## config.mk

```make
export PLATFORM = sky130hd
export DESIGN_NAME = wmf_rank_sel
export DESIGN_NICKNAME = d
export VERILOG_FILES = /design/src/rtl/windowed_median_filter_macros.svh /design/src/rtl/wmf_pkg.sv /design/src/rtl/wmf_rank_sel.sv
export SDC_FILE = /design/constraint.sdc
export NUM_CORES = 1
export LEC_CHECK = 0
export ABC_AREA = 1
export BUFFER_PORTS_ARGS = -buffer_cell sky130_fd_sc_hd__buf_2
export CORE_ASPECT_RATIO = 0.75
export CORE_MARGIN = 8
export CORE_UTILIZATION = 50
export CTS_CLUSTER_SIZE = 40
export DETAILED_ROUTE_END_ITERATION = 8
export HOLD_SLACK_MARGIN = 0.12
export PLACE_DENSITY = 0.71
export SETUP_SLACK_MARGIN = 0.15
export SKIP_LAST_GASP = 1
export SLEW_MARGIN = 20
export SYNTH_ARGS = -nofsm -noshare
export SYNTH_HDL_FRONTEND = slang
export SYNTH_SLANG_ARGS = --single-unit
export TNS_END_PERCENT = 1
```

## constraint.sdc

```tcl
create_clock -name clk -period 2.7 [get_ports clk]
set_input_delay 0.405 -clock clk [delete_from_list [all_inputs] [get_ports clk]]
set_output_delay 0.405 -clock clk [all_outputs]
set_load 0.02 [all_outputs]
```

## src/rtl/windowed_median_filter_macros.svh

```systemverilog
// Assertion helpers, sampled on clk, disabled during reset.
`ifndef WINDOWED_MEDIAN_FILTER_MACROS_SVH
`define WINDOWED_MEDIAN_FILTER_MACROS_SVH

// Same-cycle implication.
`define WMF_ASSERT_IMP(lbl, ante, cons) \
  lbl: assert property (@(posedge clk) disable iff (!rst_n) (ante) |-> (cons)) \
    else $error("wmf assertion failed");

// Next-cycle implication.
`define WMF_ASSERT_NXT(lbl, ante, cons) \
  lbl: assert property (@(posedge clk) disable iff (!rst_n) (ante) |=> (cons)) \
    else $error("wmf assertion failed");

`endif

```

## src/rtl/wmf_pkg.sv

```systemverilog
package wmf_pkg;

  localparam int MAX_RADIUS_D = 7;
  localparam int MAX_WIDTH_D  = 1024;
  localparam int PIXEL_BITS_D = 8;

  localparam int RAD_W     = 3;
  localparam int IMGW_W    = 11;
  localparam int IMGH_W    = 16;
  localparam int CFG_W     = 16;
  localparam int CFG_IDX_W = 2;
  localparam int COL_W     = 12;
  localparam int ROW_W     = 17;
  localparam int CNT_W     = 8;

  localparam logic [RAD_W-1:0]  RADIUS_RST = 3'd3;
  localparam logic [IMGW_W-1:0] WIDTH_RST  = 11'd256;
  localparam logic [IMGH_W-1:0] HEIGHT_RST = 16'd256;

  localparam logic [CFG_IDX_W-1:0] REG_RADIUS = 2'd0;
  localparam logic [CFG_IDX_W-1:0] REG_WIDTH  = 2'd1;
  localparam logic [CFG_IDX_W-1:0] REG_HEIGHT = 2'd2;

  typedef enum logic [2:0] {
    ST_IDLE,
    ST_SCAN,
    ST_DRAIN,
    ST_STEP,
    ST_FINISH
  } state_t;

  typedef struct packed {
    logic start;
    logic dvld;
    logic pass_end;
  } rank_ctl_t;

  typedef struct packed {
    logic last_pass;
  } rank_sts_t;

endpackage

```

## src/rtl/wmf_rank_sel.sv

```systemverilog
module wmf_rank_sel #(
  parameter int PIXEL_BITS = wmf_pkg::PIXEL_BITS_D
) (
  input  logic                       clk,
  input  logic                       rst_n,
  input  wmf_pkg::rank_ctl_t         ctl,
  input  logic [PIXEL_BITS-1:0]      data,
  output wmf_pkg::rank_sts_t         sts,
  output logic [PIXEL_BITS-1:0]      value,
  output logic [wmf_pkg::CNT_W-1:0]  count
);

  localparam int BIT_W = (PIXEL_BITS > 1) ? $clog2(PIXEL_BITS) : 1;

  logic [BIT_W-1:0]          bit_r;
  logic                      first_r;
  logic [PIXEL_BITS-1:0]     prefix_r;
  logic [wmf_pkg::CNT_W-1:0] cnt_r;
  logic [wmf_pkg::CNT_W-1:0] n_r;
  logic [wmf_pkg::CNT_W-1:0] k_r;
  logic [PIXEL_BITS-1:0]     mask;
  logic                      hit;
  logic [wmf_pkg::CNT_W-1:0] k_cur;

  // count values below the candidate bit that share the known upper bits
  always_comb begin
    mask  = ({PIXEL_BITS{1'b1}} << bit_r) << 1;
    hit   = (((data ^ prefix_r) & mask) == '0) && !data[bit_r];
    k_cur = first_r ? (n_r >> 1) : k_r;
  end

  always_ff @(posedge clk) begin
    if (!rst_n) begin
      bit_r   <= '0;
      first_r <= 1'b1;
    end else if (ctl.start) begin
      bit_r    <= BIT_W'(PIXEL_BITS - 1);
      first_r  <= 1'b1;
      prefix_r <= '0;
      cnt_r    <= '0;
      n_r      <= '0;
    end else begin
      if (ctl.dvld) begin
        cnt_r <= cnt_r + wmf_pkg::CNT_W'(hit);
        if (first_r) begin
          n_r <= n_r + 1'b1;
        end
      end
      if (ctl.pass_end) begin
        if (k_cur >= cnt_r) begin
          prefix_r[bit_r] <= 1'b1;
          k_r             <= k_cur - cnt_r;
        end else begin
          k_r <= k_cur;
        end
        cnt_r   <= '0;
        first_r <= 1'b0;
        if (bit_r != '0) begin
          bit_r <= bit_r - 1'b1;
        end
      end
    end
  end

  assign sts.last_pass = (bit_r == '0);
  assign value         = prefix_r;
  assign count         = n_r;

endmodule

```

==> flow_metrics.env <==
export IMPL_rr_worst_depth=16
export IMPL_critical_path_slowest_cell="dfxtp_4"
export IMPL_crit_path_end_kind="register"
export IMPL_slowest_delay_ps=410
export IMPL_hold_path_class="in2reg"
export IMPL_max_clock_freq_mhz=424
export IMPL_rsz0062_at_grt="yes"
export IMPL_route_met3_wl_um=483
export IMPL_period_needed_ps=2360
export IMPL_required_ps=2730
export IMPL_ys_ff_latch=36
export IMPL_cts_buffer_depth=2
export IMPL_timing_rr_start="bit_r[1]"
export IMPL_grt_pass1_wl_um=9780
export IMPL_pin_count=30
export IMPL_synth_area_um2=2490
export IMPL_switchingPower_w=0.000479
export IMPL_synthesis_instances=329
export IMPL_crit_path_cell_trace="clkinvlp_4, ha_1, inv_1, nor2_1, nand2_1, o21ai_0, nor2_1, nand2_1, nor2_1, ha_1, ha_1, nand2_1, inv_1, nand2_1, o21ai_0, a21oi_1"
export IMPL_drive_gt1_frac=0.163
export IMPL_synth_common_cells="nand2_1, inv_1, nor2_1"
export IMPL_worstSetupEndpoint="cnt_r[6]"
export IMPL_synthTopCellsByArea="edfxtp_1, nand2_1, inv_1, ha_1, nand3_1"
export IMPL_maxCapViolCount=0
export IMPL_grt_usage=0.157
export IMPL_drv_slew=0
export IMPL_dp_hpwl_um=4500
export IMPL_crit_top_cell="nand2_1"
export IMPL_sw_frac_of_total=0.329
export IMPL_cts_root_buf="clkbuf_8"
export IMPL_die_area_um2=7510
export IMPL_synth_top_area_share=0.386
export IMPL_gp_congestion=0.931
export IMPL_routed_top_layer="met4"
export IMPL_leakage_nw=1.38
export IMPL_synth_ff_type="edfxtp_1"
export IMPL_drtIter0Drc=132
export IMPL_core_area_um2=4840
export IMPL_drtPass1Iterations=5
export IMPL_synth_net_count=357
export IMPL_synthArstFlopShare=0
export IMPL_yosysMostFrequentCell="nand2_1"
export IMPL_place_area_um2=2710
export IMPL_arrival_ps=2390
export IMPL_seq_area_frac_synth=0.418
export IMPL_regToRegEndpoint="cnt_r[6]"
export IMPL_skew_ps=7.82
export IMPL_wl_met1_um=2820
export IMPL_vias=2179
export IMPL_synth_top_cell_by_area="edfxtp_1"
export IMPL_critPathMaxFanout=9
export IMPL_p_clk_frac=0.255
export IMPL_worst_pin_slew_ps=660
export IMPL_fin_nets=395
export IMPL_cts_buffers=5
export IMPL_min_delay_start="rst_n"
export IMPL_grt_max_degree=15
export IMPL_synth_edf_count=32
export IMPL_pwr_share_seq=0.476
export IMPL_cts_tree="yes"
export IMPL_io_buffers=29
export IMPL_min_period_over_period=0.873
export IMPL_grt_pass1_vias=2017
export IMPL_wl_met2_um=2360
export IMPL_setup_worst_path_start="bit_r[1]"
export IMPL_power_density_nw_per_um2=515
export IMPL_cts_clk_slew_worst_paths_ps=80
export IMPL_die_y_um=77.1
export IMPL_clock_latency_ps=280
export IMPL_cts_hold_fix_buffers=0
export IMPL_fin_area_um2=2830
export IMPL_fin_tns_setup_ps=0
export IMPL_hold_slack_ps=336
export IMPL_start_util=0.514
export IMPL_worstSetupPathType="reg2reg"
export IMPL_internal_power_w=0.000979
export IMPL_crit_buf_inv=3
export IMPL_ys_warn_count=0
export IMPL_setup_violations_final=0
export IMPL_start_kind="register"
export IMPL_via_per_inst=5.09
export IMPL_area_delta_synth_final_pct=13.8
export IMPL_cts_htree_levels=2
export IMPL_syn_avg_cell_area_um2=7.56
export IMPL_antenna_found_initial=0
export IMPL_path_delay_family="adder cells"
export IMPL_nFillCells=438
export IMPL_slew_headroom=0.559
export IMPL_num_antenna_cells=0
export IMPL_final_antenna_net_count=0
export IMPL_overflow=0
export IMPL_hold_viol_final=0
export IMPL_netlist_cell_type_count=31
export IMPL_die_x_um=97.5
export IMPL_status="completed"
export IMPL_rows=22
export IMPL_comb_power_share=0.269
export IMPL_ir_worst_vdd_v=0.000356
export IMPL_drt_wl_total_um=5690
export IMPL_reg2reg_slack_ps=340
export IMPL_crit_cells=16
export IMPL_drcViolationCount=0
export IMPL_wl_per_cell_um=13.3
export IMPL_clock_sinks=36
==> layout make-up <==
class / count / area, um^2 / share of cell area
sequential: 36 / 1050 / 0.370
clock buffer: 5 / 68.8 / 0.0243
inverter: 52 / 199 / 0.0702
clock inverter: 3 / 18.8 / 0.00663
timing repair buffer: 37 / 205 / 0.0724
tap: 60 / 75.1 / 0.0265
multi-input combinational: 235 / 1220 / 0.430
==> timing repair <==
item	CTS	global route
setup endpoints to repair	8	19
buffers inserted	0	3
resized for setup	1	7
==> per-stage QoR <==
stage | total power, W | worst slack (ps) | std cells | util
2_1_floorplan | 0.000982 | 315 | 329 | -
3_3_place_gp | 0.00108 | 232 | 417 | 0.559
3_5_place_dp | 0.00109 | 137 | 417 | 0.559
4_1_cts | 0.00146 | 198 | 425 | 0.577
5_1_grt | 0.00156 | 108 | 428 | 0.585
6_report | 0.00146 | 344 | 428 | 0.585
==> power by group through the flow <==
stage / registers [W] / logic, W / clock network [W]
after floorplan: 0.000708 / 0.000274 / 0
after global placement: 0.000703 / 0.000376 / 0
after detailed placement: 0.000704 / 0.000384 / 0
after CTS: 0.000691 / 0.000386 / 0.000380
after global routing: 0.000699 / 0.000450 / 0.000406
final: 0.000694 / 0.000393 / 0.000372
==> placed cells by master, fill, tap and decap left out, types with 2 or more instances in the layout <==
cell and count:
nor3_1 5, ha_1 14, a21oi_1 20, nand2_1 90, clkbuf_8 5, buf_2 29
nand3_1 27, or2_2 3, o21ai_0 14, buf_4 8, inv_1 49, edfxtp_1 32
nor2_1 34, nand2_2 2, clkinv_2 2, o21a_1 3, xor2_1 4, nand4_1 3
dfxtp_2 2, o21ai_1 6
==> worst register-to-register path, delay by kind of cell, from the launching register on <==
| family | cells | cell delay (ps) |
|---|---|---|
| compound gates | 3 | 300 |
| flops | 1 | 410 |
| buf+inv | 3 | 270 |
| simple gates | 7 | 550 |
| fa+ha+maj | 3 | 560 |
==> per-layer routing <==
metal | GRT usage | vias up
met2 | 0.214 | 64
met1 | 0.228 | 962
met3 | 0.0474 | 6
met4 | 0.0452 | 0
met5 | 0 | -
li1 | - | 1147
==> worst min path at each step <==
stage,to,cells past startpoint
after floorplan,first_r,1
after global placement,value[0],2
after detailed placement,value[0],2
after CTS,first_r,2
after global routing,first_r,2
final,first_r,2
==> state kept, by name (all words and copies together), names as in the netlist <==
register	cells
bit_r	3
value	8
cnt_r	8
count	8
k_r	8
first_r	1
==> logic make-up after synthesis <==
logic type	Yosys count	synth area share
multiplexers	1	0.00402
flip-flops	36	0.418
XOR/XNOR	5	0.0176
adder cells (fa/ha/maj)	15	0.0784
AO/OA/AOI/OAI	46	0.101
AND/OR/NAND/NOR	168	0.288
buffers and inverters	58	0.0935
Power figures use the tool's default switching activity.
